==> config.mk <==
export PLATFORM = sky130hd
export DESIGN_NAME = sliding_window_gc_fraction
export DESIGN_NICKNAME = d
export VERILOG_FILES = /design/src/rtl/core/swgc_pkg.sv /design/src/rtl/core/swgc_ram.sv /design/src/rtl/core/swgc_div.sv /design/src/rtl/core/sliding_window_gc_fraction.sv
export SDC_FILE = /design/constraint.sdc
export NUM_CORES = 1
export LEC_CHECK = 0
export ABC_CLOCK_PERIOD_IN_PS = 9900
export BUFFER_PORTS_ARGS = -buffer_cell sky130_fd_sc_hd__buf_2
export CAP_MARGIN = 20
export CORE_ASPECT_RATIO = 1.2
export CORE_MARGIN = 5
export CORE_UTILIZATION = 30
export DETAILED_ROUTE_END_ITERATION = 6
export SYNTH_ARGS = -nofsm -noshare
export SYNTH_HDL_FRONTEND = slang
export SYNTH_HIERARCHICAL = 1
export SYNTH_SLANG_ARGS = --single-unit
export TNS_END_PERCENT = 30
==> constraint.sdc <==
create_clock -name i_clk -period 9.9 [get_ports i_clk]
set_input_delay 1.98 -clock i_clk [delete_from_list [all_inputs] [get_ports i_clk]]
set_output_delay 1.98 -clock i_clk [all_outputs]
set_load 0.01 [all_outputs]
==> src/rtl/core/swgc_pkg.sv <==
// ----------------------------------------------------------------------------
// swgc_pkg
// shared constants, types and the symbol classifier for the sliding window
// c/g fraction block
// ----------------------------------------------------------------------------
package swgc_pkg;

    localparam int WINDOW  = 20;
    localparam int PTR_W   = (WINDOW > 1) ? $clog2(WINDOW) : 1;
    localparam int FILL_W  = $clog2(WINDOW + 2);
    localparam int CLASS_W = 2;
    localparam int SYM_W   = 8;
    localparam int TOT_W   = 7;
    localparam int FRAC_W  = 16;
    localparam int STEP_W  = $clog2(FRAC_W + 1);

    typedef enum logic [CLASS_W-1:0] {
        CLS_OTHER = 2'd0,
        CLS_AT    = 2'd1,
        CLS_CG    = 2'd2
    } t_class;

    typedef enum logic [1:0] {
        S_IDLE,
        S_UPDATE,
        S_DIV,
        S_OUT
    } t_state;

    typedef struct packed {
        logic             start;
        logic [TOT_W-1:0] num;
        logic [TOT_W-1:0] den;
    } t_div_req;

    typedef struct packed {
        logic              done;
        logic [FRAC_W-1:0] quot;
    } t_div_rsp;

    function automatic t_class classify(input logic [SYM_W-1:0] b);
        t_class c;
        case (b) inside
            "A", "a", "T", "t": c = CLS_AT;
            "C", "c", "G", "g": c = CLS_CG;
            default:            c = CLS_OTHER;
        endcase
        return c;
    endfunction

endpackage

==> src/rtl/core/swgc_ram.sv <==
// ----------------------------------------------------------------------------
// swgc_ram
// generic single write port, single read port ram with registered read
// ----------------------------------------------------------------------------
module swgc_ram #(
    parameter int WIDTH  = 2,
    parameter int DEPTH  = 20,
    parameter int ADDR_W = (DEPTH > 1) ? $clog2(DEPTH) : 1
) (
    input  logic              i_clk,
    input  logic              i_we,
    input  logic [ADDR_W-1:0] i_waddr,
    input  logic [WIDTH-1:0]  i_wdata,
    input  logic [ADDR_W-1:0] i_raddr,
    output logic [WIDTH-1:0]  o_rdata
);

    logic [WIDTH-1:0] r_mem [DEPTH];
    logic [WIDTH-1:0] r_rdata;

    always_ff @(posedge i_clk) begin
        if (i_we) begin
            r_mem[i_waddr] <= i_wdata;
        end
        r_rdata <= r_mem[i_raddr];
    end

    assign o_rdata = r_rdata;

endmodule

==> src/rtl/core/swgc_div.sv <==
// ----------------------------------------------------------------------------
// swgc_div
// restoring divider, one quotient bit per cycle: floor(num * 2^16 / den)
// for num < den
// ----------------------------------------------------------------------------
module swgc_div
    import swgc_pkg::*;
(
    input  logic     i_clk,
    input  logic     i_rst_n,
    input  t_div_req i_req,
    output t_div_rsp o_rsp
);

    logic              r_busy, n_busy;
    logic [STEP_W-1:0] r_step, n_step;
    logic [TOT_W-1:0]  r_rem, n_rem;
    logic [TOT_W-1:0]  r_den, n_den;
    logic [FRAC_W-1:0] r_quot, n_quot;
    logic              r_done, n_done;
    logic [TOT_W:0]    shifted;
    logic              fits;

    assign shifted = {r_rem, 1'b0};
    assign fits    = (shifted >= {1'b0, r_den});

    always_comb begin
        n_busy = r_busy;
        n_step = r_step;
        n_rem  = r_rem;
        n_den  = r_den;
        n_quot = r_quot;
        n_done = 1'b0;
        if (i_req.start) begin
            n_busy = 1'b1;
            n_step = '0;
            n_rem  = i_req.num;
            n_den  = i_req.den;
        end else if (r_busy) begin
            n_rem  = fits ? TOT_W'(shifted - {1'b0, r_den}) : TOT_W'(shifted);
            n_quot = {r_quot[FRAC_W-2:0], fits};
            n_step = r_step + 1'b1;
            if (r_step == STEP_W'(FRAC_W - 1)) begin
                n_busy = 1'b0;
                n_done = 1'b1;
            end
        end
    end

    always_ff @(posedge i_clk) begin
        if (!i_rst_n) begin
            r_busy <= 1'b0;
            r_done <= 1'b0;
            r_step <= '0;
        end else begin
            r_busy <= n_busy;
            r_done <= n_done;
            r_step <= n_step;
        end
        r_rem  <= n_rem;
        r_den  <= n_den;
        r_quot <= n_quot;
    end

    assign o_rsp.done = r_done;
    assign o_rsp.quot = r_quot;

endmodule

==> src/rtl/core/sliding_window_gc_fraction.sv <==
// ----------------------------------------------------------------------------
// sliding_window_gc_fraction
// running c/g and a/t counts over the last WINDOW bytes, with c/g fraction
// ----------------------------------------------------------------------------
// Each byte is classed as A/T, C/G or other (case-insensitive); the classes
// of the last WINDOW bytes live in a small RAM that is read, then rewritten
// with the new class, while the running counts are adjusted. From byte
// WINDOW+1 on, each item yields cg_total, at_total and cg_fraction =
// floor(cg*65536/(cg+at)), zero when either count is zero. An item passes
// S_IDLE (accept with RAM read) and S_UPDATE (count update) when no result
// is due; when a result is due and a count is zero it adds S_OUT to load the
// result register, and when the fraction is computed it goes through S_DIV,
// where the divider produces one quotient bit per cycle and then hands over
// its quotient, before S_OUT. Loading the result waits while the previous
// result is still held and stalled. The result register lets the next item
// enter while a result waits to be taken.
// ----------------------------------------------------------------------------
module sliding_window_gc_fraction
    import swgc_pkg::*;
(
    input  logic              i_clk,
    input  logic              i_rst_n,
    input  logic              i_valid,
    output logic              o_stall,
    input  logic [SYM_W-1:0]  i_symbol,
    output logic              o_valid,
    input  logic              i_stall,
    output logic [FRAC_W-1:0] o_cg_fraction,
    output logic [TOT_W-1:0]  o_cg_total,
    output logic [TOT_W-1:0]  o_at_total
);

    t_state            r_state, n_state;
    t_class            r_cls, n_cls;
    logic [PTR_W-1:0]  r_wr_pos, n_wr_pos;
    logic [FILL_W-1:0] r_fill, n_fill;
    logic [TOT_W-1:0]  r_cg, n_cg;
    logic [TOT_W-1:0]  r_at, n_at;
    logic [FRAC_W-1:0] r_frac, n_frac;
    logic              r_out_valid, n_out_valid;
    logic [FRAC_W-1:0] r_out_frac, n_out_frac;
    logic [TOT_W-1:0]  r_out_cg, n_out_cg;
    logic [TOT_W-1:0]  r_out_at, n_out_at;

    logic [CLASS_W-1:0] ram_rdata;
    logic               ram_we;
    t_class             old_cls;
    t_div_req           div_req;
    t_div_rsp           div_rsp;

    swgc_ram #(
        .WIDTH (CLASS_W),
        .DEPTH (WINDOW),
        .ADDR_W(PTR_W)
    ) u_window (
        .i_clk  (i_clk),
        .i_we   (ram_we),
        .i_waddr(r_wr_pos),
        .i_wdata(r_cls),
        .i_raddr(r_wr_pos),
        .o_rdata(ram_rdata)
    );

    swgc_div u_div (
        .i_clk  (i_clk),
        .i_rst_n(i_rst_n),
        .i_req  (div_req),
        .o_rsp  (div_rsp)
    );

    // entries not yet written since reset read as other
    assign old_cls = (r_fill >= FILL_W'(WINDOW)) ? t_class'(ram_rdata) : CLS_OTHER;
    assign o_stall = (r_state != S_IDLE);

    always_comb begin
        logic [TOT_W-1:0] cg_t;
        logic [TOT_W-1:0] at_t;
        n_state     = r_state;
        n_cls       = r_cls;
        n_wr_pos    = r_wr_pos;
        n_fill      = r_fill;
        n_cg        = r_cg;
        n_at        = r_at;
        n_frac      = r_frac;
        n_out_frac  = r_out_frac;
        n_out_cg    = r_out_cg;
        n_out_at    = r_out_at;
        n_out_valid = (r_out_valid && !i_stall) ? 1'b0 : r_out_valid;
        ram_we      = 1'b0;
        div_req     = '{start: 1'b0, num: r_cg, den: TOT_W'(r_cg + r_at)};
        cg_t        = r_cg;
        at_t        = r_at;
        unique case (r_state)
            S_IDLE: begin
                if (i_valid) begin
                    n_cls   = classify(i_symbol);
                    n_state = S_UPDATE;
                end
            end
            S_UPDATE: begin
                if (old_cls == CLS_AT && r_at != '0) begin
                    at_t = r_at - 1'b1;
                end else if (old_cls == CLS_CG && r_cg != '0) begin
                    cg_t = r_cg - 1'b1;
                end
                if (r_cls == CLS_AT) begin
                    at_t = at_t + 1'b1;
                end else if (r_cls == CLS_CG) begin
                    cg_t = cg_t + 1'b1;
                end
                n_cg     = cg_t;
                n_at     = at_t;
                ram_we   = 1'b1;
                n_wr_pos = (r_wr_pos == PTR_W'(WINDOW - 1)) ? '0 : r_wr_pos + 1'b1;
                if (r_fill <= FILL_W'(WINDOW)) begin
                    n_fill = r_fill + 1'b1;
                end
                if (n_fill > FILL_W'(WINDOW)) begin
                    if (cg_t == '0 || at_t == '0) begin
                        n_frac  = '0;
                        n_state = S_OUT;
                    end else begin
                        div_req = '{start: 1'b1, num: cg_t, den: TOT_W'(cg_t + at_t)};
                        n_state = S_DIV;
                    end
                end else begin
                    n_state = S_IDLE;
                end
            end
            S_DIV: begin
                if (div_rsp.done) begin
                    n_frac  = div_rsp.quot;
                    n_state = S_OUT;
                end
            end
            S_OUT: begin
                if (!r_out_valid || !i_stall) begin
                    n_out_valid = 1'b1;
                    n_out_frac  = r_frac;
                    n_out_cg    = r_cg;
                    n_out_at    = r_at;
                    n_state     = S_IDLE;
                end
            end
            default: n_state = S_IDLE;
        endcase
    end

    always_ff @(posedge i_clk) begin
        if (!i_rst_n) begin
            r_state     <= S_IDLE;
            r_wr_pos    <= '0;
            r_fill      <= '0;
            r_cg        <= '0;
            r_at        <= '0;
            r_out_valid <= 1'b0;
        end else begin
            r_state     <= n_state;
            r_wr_pos    <= n_wr_pos;
            r_fill      <= n_fill;
            r_cg        <= n_cg;
            r_at        <= n_at;
            r_out_valid <= n_out_valid;
        end
        r_cls      <= n_cls;
        r_frac     <= n_frac;
        r_out_frac <= n_out_frac;
        r_out_cg   <= n_out_cg;
        r_out_at   <= n_out_at;
    end

    assign o_valid       = r_out_valid;
    assign o_cg_fraction = r_out_frac;
    assign o_cg_total    = r_out_cg;
    assign o_at_total    = r_out_at;

endmodule

; Yosys cells after proc, flatten, opt, wreduce, memory -nomap -nowiden
; Memories as Yosys holds them, arrays and structs flattened. A register that Yosys moved wholly into a read port is not among the register bits.
; Index checks and enable logic that the tools add are counted.
; W data, S select, Z words.
[word_totals]
n_memories = 1
out_inout_bits = 32
ff_bits = 112
ramBits = 40
[op_classes]
eq_ne = 22
order_cmp = 4
muxes = 41
n_reduce_logical = 24
bitwise_logic = 3
n_addsub = 10
[mem_list]
columns = name, depth, word_bits, read_ports, rd_ports_with_merged_regs, write_ports, line_no
row1 = u_window.r_mem, 20, 2, 1, 1, 1, swgc_ram.sv:18  ; logic [WIDTH-1:0] r_mem [DEPTH];
[op_table]
columns = cell, n
row1 = $mux W7, 13
row2 = $eq A8 B7 Y1 const B, 8
row3 = $mux W16, 3
row4 = $mux W15, 3
row5 = $pmux W16 S2, 1
row6 = $add A5 B1 Y5 const B, 3
row7 = $mux W5, 3
row8 = $add A7 B1 Y7 const B, 2
row9 = $add A7 B7 Y7, 2
row10 = $logic_not A7 Y1, 2
row11 = $reduce_bool A7 Y1, 2
row12 = $sub A7 B1 Y7 const B, 2
row13 = $mux W2, 6
row14 = $mux W1, 11
row15 = $eq A2 B2 Y1 const B, 4
row16 = $ge A8 B7 Y1, 1
row17 = $ne A2 B2 Y1 const B, 4
row18 = $pmux W2 S4, 1
row19 = $reduce_or A4 Y1, 2
row20 = $sub A7 B7 Y7, 1
row21 = $eq A2 B1 Y1 const B, 3
row22 = $reduce_and A2 Y1, 3
row23 = $reduce_bool A2 Y1, 3
row24 = $eq A5 B4 Y1 const B, 1
row25 = 14 further kinds, 20

; Depth between registers and ports, before layout
; Gate-level depths: netlist of run 1.
[logic_depth]
depth_word = 18
depth_mapped = 20

; By module
; The synthesis of run 1 kept the hierarchy.
[modules_own_cells]
columns = module, area_per_inst_um2, n_inst, cells_each
row1 = sliding_window_gc_fraction, 4544.4, 1, 451
row2 = swgc_ram, 1754.2, 1, 106
row3 = swgc_div, 1745.4, 1, 138

; Worst setup path after synthesis of run 1
; No wires, ideal clock.
[synth_path]
path_type = register to register
from = register r_at[0]
to = register u_div.r_quot[0] (enable)
stages_incl_launch_ff = 16
t_required_ns = 9.509
period_less_slack_ns = 4.496
setup_slack_ns = 5.404
t_arrival_ns = 4.105
path_cell_list = dfxtp_1 buf_2 inv_1 ha_1 nor3b_1 a211oi_4 xnor2_1 ha_1 nand3b_1 nor4_2 xnor2_1 a2111o_1 nand3b_4 buf_12 inv_1 nor2b_1
[synth_lines]
columns = item, line_no
row1 = from (decl), sliding_window_gc_fraction.sv:38  ; logic [TOT_W-1:0] r_at, n_at;
row2 = from (signal assigned), sliding_window_gc_fraction.sv:162  ; r_at <= n_at;
row3 = to (signal assigned), swgc_div.sv:62  ; r_quot <= n_quot;
row4 = to (decl), swgc_div.sv:19  ; logic [FRAC_W-1:0] r_quot, n_quot;

==> out/summary.txt, run 1 <==
clk_lat worst skew - 0.43 ns
Mapped Cells - 695
Max IR drop VDD - 95.0 uV
TritonCTS Buffers - 17
Inserted Diodes - 0
R2R depth - 15
crit path kind - reg -> reg
Row Count - 65
r2r setup slk - 4.81 ns
largest net degree at the start of global routing - 31
fmax - 196 MHz
Placed Instances - 1,049
min-delay src - r_frac[11]$_SDFFCE_PN0P_
post-detail-place hpwl - 11,200 um
cell area power density - 160 mW/mm^2
RSZ-0062 raised after global routing - no
Crit path arrival time - 5.26 ns
Static Leak - 3.35 nW
r2r endpoint - u_div/r_rem[5]$_DFFE_PP_
first-pass GRT wire length - 26,900 um
minimum clock period - 5.09 ns
Synth Cell Area - 0.00804 sq mm
Die H - 189 um
First-pass DRT Iterations - 4
worst endpoint required time - 10.06 ns
fin worst setup slack - 4.81 ns
Synthesis Warnings - 6
initial antenna violation count - 1
routed via count - 5,213
Hold Path Cell Cnt - 0
Setup TNS - 0 ns
vias in the first global route - 5,307
# setup viols final - 0
setup bufs post-CTS - 0
share of cells above drive strength 1 - 0.141
HP Class - reg -> reg
port buffer count - 42
synthesized area per cell - 11.6 sq um
synthesized flop and latch total - 154
GR Util All Layers - 0.109
Layout Utilization - 0.349
max_cap viols - 0
Max FO, Critical Path - 23
# hold bufs at CTS - 0
CTS H-tree lvls - 4
Hold Violations, Final - 0
ys flop type - edfxtp_1
die area - 0.0302 sq mm
placed cell area - 0.00855 sq mm
crit start category - register
Core ar. - 0.0264 sq mm
routed wire length - 16,200 um
reg2reg start - r_at[0]$_SDFFE_PN0P_
DP Worst Slack - 4.77 ns
Worst Setup End Kind - register
clock slew seen by the registers of the worst setup and hold paths - 0.07 ns
clock tree buffer depth - 2
worst slew pin tran - 0.946 ns
period utilisation layout - 0.515
wire per inst - 14.9 um
Cell variety after synth - 71
Post-CTS Resized - 0
Syn Nets - 739
antenna viol nets, final - 0
Final Max Tran Viols - 0
CTS tree - done
EDFF count, synth - 118
status - finished, final reports clean
Top Ports - 44
Syn-to-layout area delta - 14.4%
Root Driver - clkbuf_16
# nets final - 778
via-per-instance ratio - 4.82
max_slew headroom - 0.369
ys async rst share - 0
clk sinks - 154
Hold Crit Endpoint - o_cg_fraction[11]$_DFFE_PP_
Clock Skews - 0.0124 ns
Design Area, Final - 0.00920 sq mm
Remaining DRCs - 0
register area share after synthesis - 0.530
gpl congestion - 0.780
total gr overflow - 0
initial core utilization - 0.305
DRT iter0 DRCs - 342
post-route non-filler standard cell count - 1,082
die width - 159 um
-- power breakdown --
part	leakage [nW]	switching, mW	internal, mW	total, mW
clock network	0.296	0.305	0.365	0.670
logic	1.66	0.0487	0.0373	0.0860
registers	1.40	0.0154	0.696	0.712
-- logic make-up (layout without fill, tap and decap cells) --
logic type	after synthesis	in the layout	synth area share
AOI/OAI and AO/OA	125	125	0.115
and+or+nand+nor	252	252	0.160
adders and majority gates	32	32	0.0526
muxes	38	38	0.0675
buffers and inverters	57	109	0.0341
DFF	154	154	0.530
xor gates and xnor gates	37	37	0.0403
-- worst max-delay path, cell delays in order, from the launching register on --
cell      delay [ns]
dfxtp_1         0.61
inv_1           0.17
ha_1            0.27
nor3b_1         0.20
a211oi_4        0.43
xnor2_1         0.22
ha_1            0.20
nand3b_1        0.22
nor4_2          0.37
xnor2_1         0.25
a2111o_1        0.22
nand3b_4        0.25
inv_1           0.59
clkinv_1        0.45
a41oi_1         0.28
o31ai_1         0.09
-- sequential cells by signal, indices dropped and copies added (netlist names), named ones only --
register / count
u_window/r_mem: 40
u_div/r_den: 7
u_div/r_rem: 7
u_div/r_done: 1
u_div/r_busy: 1
r_cls: 2
u_div/r_step: 5
r_state: 1
r_frac: 16
o_at_total: 7
o_cg_fraction: 16
u_window/o_rdata: 2
u_div/r_quot: 16
o_valid: 1
o_cg_total: 7
r_cg: 7
r_at: 7
r_wr_pos: 5
r_fill: 5
-- metrics by stage --
step,power (mW),hold slack (ns)
final,1.47,0.414
after global routing,1.53,0.427
after CTS,1.49,0.415
after detailed placement,0.813,0.405
after global placement,0.811,0.401
after floorplan,0.789,0.400
-- synth_stat cells, types with 5 or more instances --
cell,number,share of area
and2_1,22,0.017
nand3_1,16,0.010
nor2b_1,13,0.010
a21boi_0,16,0.015
mux2i_1,19,0.024
xor2_1,12,0.013
xnor2_1,25,0.027
nand4_1,6,0.0047
mux4_1,7,0.023
o21ai_0,17,0.011
a21o_1,7,0.0065
nand3b_1,10,0.0093
a211oi_1,5,0.0047
ha_1,29,0.045
inv_1,30,0.014
nor2_1,67,0.031
nor3_1,13,0.0081
dfxtp_1,36,0.090
edfxtp_1,118,0.44
or3_1,8,0.0062
a31oi_1,5,0.0039
nand2b_1,10,0.0078
nand2_1,61,0.028
nor3b_1,9,0.0084
a21oi_1,26,0.016
clkbuf_1,13,0.0061
-- cell usage in the layout, fill, tap and decap left out, types with 7 or more instances in the layout --
master       n
a21oi_1     25
dfxtp_1     36
clkbuf_16   17
mux2i_1     19
nand3_1     16
buf_2       42
mux4_1       7
inv_1       30
xnor2_1     25
xor2_1      12
or3_1        8
a21boi_0    16
nand3b_1    10
nor2_1      67
nand2_1     61
a21o_1       7
ha_1        29
edfxtp_1   118
nor3_1      13
nor2b_1     13
and2_1      22
nand2b_1    10
nor3b_1      9
o21ai_0     17
-- worst max path at each step --
stage,from,to,slack [ns]
after floorplan,r_at[0]$_SDFFE_PN0P_,u_div/r_quot[0]$_DFFE_PP_,5.40
after global placement,r_at[0]$_SDFFE_PN0P_,u_div/r_rem[5]$_DFFE_PP_,4.81
after detailed placement,r_at[0]$_SDFFE_PN0P_,u_div/r_rem[5]$_DFFE_PP_,4.77
after CTS,r_at[0]$_SDFFE_PN0P_,u_div/r_rem[5]$_DFFE_PP_,4.77
after global routing,r_at[0]$_SDFFE_PN0P_,u_div/r_rem[5]$_DFFE_PP_,4.31
final,r_at[0]$_SDFFE_PN0P_,u_div/r_rem[5]$_DFFE_PP_,4.81
-- routing by layer --
| layer | vias up | routed length, um | GRT usage |
|---|---|---|---|
| li1 | 2635 | - | - |
| met1 | 2475 | 6980 | 0.127 |
| met2 | 81 | 8380 | 0.197 |
| met3 | 20 | 526 | 0.0274 |
| met4 | 2 | 257 | 0.0374 |
| met5 | - | 11 | 0 |
-- cell type report --
cell class / instances / area, sq um
Timing Repair Buffer: 46 / 260
Multi-Input combinational cell: 484 / 3520
Fill cell: 2625 / 17200
Clock buffer: 17 / 425
Tap cell: 335 / 419
Inverter: 31 / 116
Sequential cell: 154 / 4260
Clock inverter: 15 / 198
Note: power is estimated with default switching activity, not from simulation.
==> run 2, diff against run 1 <==
--- a/config.mk
+++ b/config.mk
@@ -5,7 +5,8 @@
 export SDC_FILE = /design/constraint.sdc
 export NUM_CORES = 1
 export LEC_CHECK = 0
-export ABC_CLOCK_PERIOD_IN_PS = 9900
+export ABC_AREA = 1
+export ABC_CLOCK_PERIOD_IN_PS = 5200
 export BUFFER_PORTS_ARGS = -buffer_cell sky130_fd_sc_hd__buf_2
 export CAP_MARGIN = 20
 export CORE_ASPECT_RATIO = 1.2
==> constraint.sdc (replaced) <==
create_clock -name i_clk -period 5.2 [get_ports i_clk]
set_input_delay 1.04 -clock i_clk [delete_from_list [all_inputs] [get_ports i_clk]]
set_output_delay 1.04 -clock i_clk [all_outputs]
set_load 0.01 [all_outputs]
==> out/summary.txt, run 2 <==
Clock Skews - 0.00968 ns
Hold Crit Endpoint - o_cg_fraction[0]$_DFFE_PP_
port buffer count - 42
wire per inst - 13.1 um
r2r endpoint - u_div/r_step[1]$_SDFFE_PP0P_
TritonCTS Buffers - 17
crit-path leading delay family - simple AND/OR/NAND/NOR gates
total gr overflow - 0
commonest non-fill, non-tap cell in the layout - nand2_1
CP max stage delay - 0.49 ns
share of cells above drive strength 1 - 0.136
largest net degree at the start of global routing - 33
Syn-to-layout area delta - 15.3%
# hold bufs at CTS - 0
Syn Nets - 928
ys async rst share - 0
vias in the first global route - 5,652
post-detail-place hpwl - 11,700 um
die area - 0.0299 sq mm
top-count cell post-synth - nand2_1
# setup viols final - 0
worst endpoint required time - 5.54 ns
post-synth top area cell - edfxtp_1
CP dominant cell by count - inv_1
area share of the largest cell type after synthesis - 0.445
Max FO, Critical Path - 24
r2r setup slk - 1.06 ns
CTS H-tree lvls - 4
gpl congestion - 0.834
Remaining DRCs - 0
R2R depth - 23
Root Driver - clkbuf_16
Core ar. - 0.0263 sq mm
Inserted Diodes - 0
most frequent cells in the layout - nand2_1, inv_1, edfxtp_1
crit path kind - reg -> reg
Int Power - 2.82 mW
Top Ports - 44
fmax - 241 MHz
Cell variety after synth - 51
Final Max Tran Viols - 0
synthesized area per cell - 9.01 sq um
Hold Path Cell Cnt - 0
# nets final - 978
Filler cells - 2,648
status - finished, final reports clean
cell area power density - 497 mW/mm^2
initial antenna violation count - 0
Crit path arrival time - 4.48 ns
routed wire length - 16,700 um
via-per-instance ratio - 4.57
Setup TNS - 0 ns
ys flop type - edfxtp_1
GR Util All Layers - 0.111
Hold Violations, Final - 0
synthesized flop and latch total - 154
clock tree buffer depth - 2
Row Count - 65
clock slew seen by the registers of the worst setup and hold paths - 0.07 ns
CP Cell Sequence - inv_1 > ha_1 > inv_1 > nor2_1 > nand3_2 > nand2_4 > nand2_1 > nand2_1 > inv_1 > ha_1 > inv_1 > nor2_1 > nand3_2 > nor2_4 > xor2_2 > inv_1 > nor2_2 > nand3_2 > nand3_4 > inv_2 > inv_1 > nand2_1 > a211oi_1
period utilisation layout - 0.797
initial core utilization - 0.303
Layout Utilization - 0.349
P_sw - 1.74 mW
RSZ-0062 raised after global routing - no
clk sinks - 154
max_slew headroom - 0.368
DRT iter0 DRCs - 273
EDFF count, synth - 118
HP Class - reg -> reg
antenna viol nets, final - 0
Clock power frac - 0.279
Worst Setup End Kind - register
CTS tree - done
slowest stage cell, crit path - dfxtp_1
max reg flops - 40
routed via count - 5,849
Sw Share - 0.382
setup bufs post-CTS - 0
min-delay src - r_frac[0]$_SDFFCE_PN0P_
Largest Register - u_window/r_mem
synth top area cells - edfxtp_1, nand2_1, dfxtp_1
worst slew pin tran - 0.946 ns
crit start category - register
Power Total - 4.57 mW
Die H - 188 um
Seq pwr share - 0.395
minimum clock period - 4.14 ns
First-pass DRT Iterations - 5
most frequent cells after synthesis - nand2_1, inv_1, edfxtp_1, nor2_1, nand3_1
reg2reg start - r_cg[1]$_SDFFE_PN0P_
Static Leak - 4.08 nW
Logic pwr share - 0.326
Post-CTS Resized - 0
clk_lat worst skew - 0.42 ns
Buffers & Inverters on Critical Path - 7
Synth Cell Area - 0.00796 sq mm
die width - 159 um
first-pass GRT wire length - 27,300 um
Mapped Cells - 884
Synthesis Warnings - 6
register area share after synthesis - 0.536
Max IR drop VDD - 287 uV
max_cap viols - 0
[run 2: changes by cell type in the layout (fill, tap and decap cells not counted), sizes merged, moves of 10 or more]
cell / before / now
nand3: 16 / 75
o21ai: 18 / 41
nand2b: 10 / 0
a21boi: 16 / 1
inv: 36 / 152
xnor2: 25 / 9
nor2: 67 / 92
nor2b: 13 / 0
mux2: 10 / 0
mux2i: 20 / 0
and2: 22 / 1
nand2: 61 / 222
[run 2: worst reg2reg max path: cells and delay by family, from the launching register on]
family	cells	cell delay (ns)
buf+inv	7	1.11
xor+xnor	1	0.25
simple gates	12	1.57
compound gates	1	0.25
flops	1	0.49
fa+ha+maj	2	0.39
[run 2: cell families after synthesis]
| kind of cell | Yosys count | synth area share |
|---|---|---|
| AND/OR/NAND/NOR | 425 | 0.241 |
| flip-flops | 154 | 0.536 |
| buffers and inverters | 164 | 0.0816 |
| XOR/XNOR | 22 | 0.0251 |
| adder cells (fa/ha/maj) | 32 | 0.0531 |
| AO/OA/AOI/OAI | 87 | 0.0640 |
[run 2: per-stage QoR]
| step | cells | hold WS (ns) | instance area, sq um | setup WS [ns] |
|---|---|---|---|---|
| 5_1_grt | 1281 | 0.413 | 9180 | 0.644 |
| 4_1_cts | 1280 | 0.408 | 9150 | 1.02 |
| 6_report | 1281 | 0.410 | 9180 | 1.06 |
| 3_3_place_gp | 1249 | 0.401 | 8550 | 1.10 |
| 2_1_floorplan | 884 | 0.400 | 7960 | 1.38 |
| 3_5_place_dp | 1249 | 0.405 | 8550 | 1.02 |
[run 2: power groups by stage]
stage	registers, mW	clock network (mW)	logic (mW)
after global placement	1.83	0	1.45
after global routing	1.83	1.36	1.71
after floorplan	1.74	0	1.17
after CTS	1.81	1.30	1.49
final	1.80	1.27	1.49
after detailed placement	1.83	0	1.49
[run 2: layout make-up]
class	count	area [sq um]	share of cell area
clock buffers	17	425	0.0463
clock inverters	14	181	0.0198
inverters	147	552	0.0601
multi-input cells	566	3060	0.334
flip-flops and latches	154	4260	0.464
well taps	335	419	0.0457
repair buffers	48	275	0.0300
[run 2: layer usage]
metal,track usage,wire (um),vias up,part of all wire
li1,-,-,2983,-
met1,0.131,7410,2751,0.44
met2,0.202,8400,97,0.50
met3,0.0238,658,18,0.039
met4,0.0361,281,0,0.017
met5,0,0,-,0
[run 2: how the worst max path moves through the flow]
| stage | start | cells past startpoint | to |
|---|---|---|---|
| 2_1_floorplan | r_at[0]$_SDFFE_PN0P_ | 21 | u_div/r_quot[0]$_DFFE_PP_ |
| 3_3_place_gp | r_cg[1]$_SDFFE_PN0P_ | 23 | u_div/r_step[1]$_SDFFE_PP0P_ |
| 3_5_place_dp | r_cg[1]$_SDFFE_PN0P_ | 23 | u_div/r_step[1]$_SDFFE_PP0P_ |
| 4_1_cts | r_cg[1]$_SDFFE_PN0P_ | 23 | u_div/r_step[1]$_SDFFE_PP0P_ |
| 5_1_grt | r_cg[1]$_SDFFE_PN0P_ | 23 | u_div/r_step[1]$_SDFFE_PP0P_ |
| 6_report | r_cg[1]$_SDFFE_PN0P_ | 23 | u_div/r_step[1]$_SDFFE_PP0P_ |
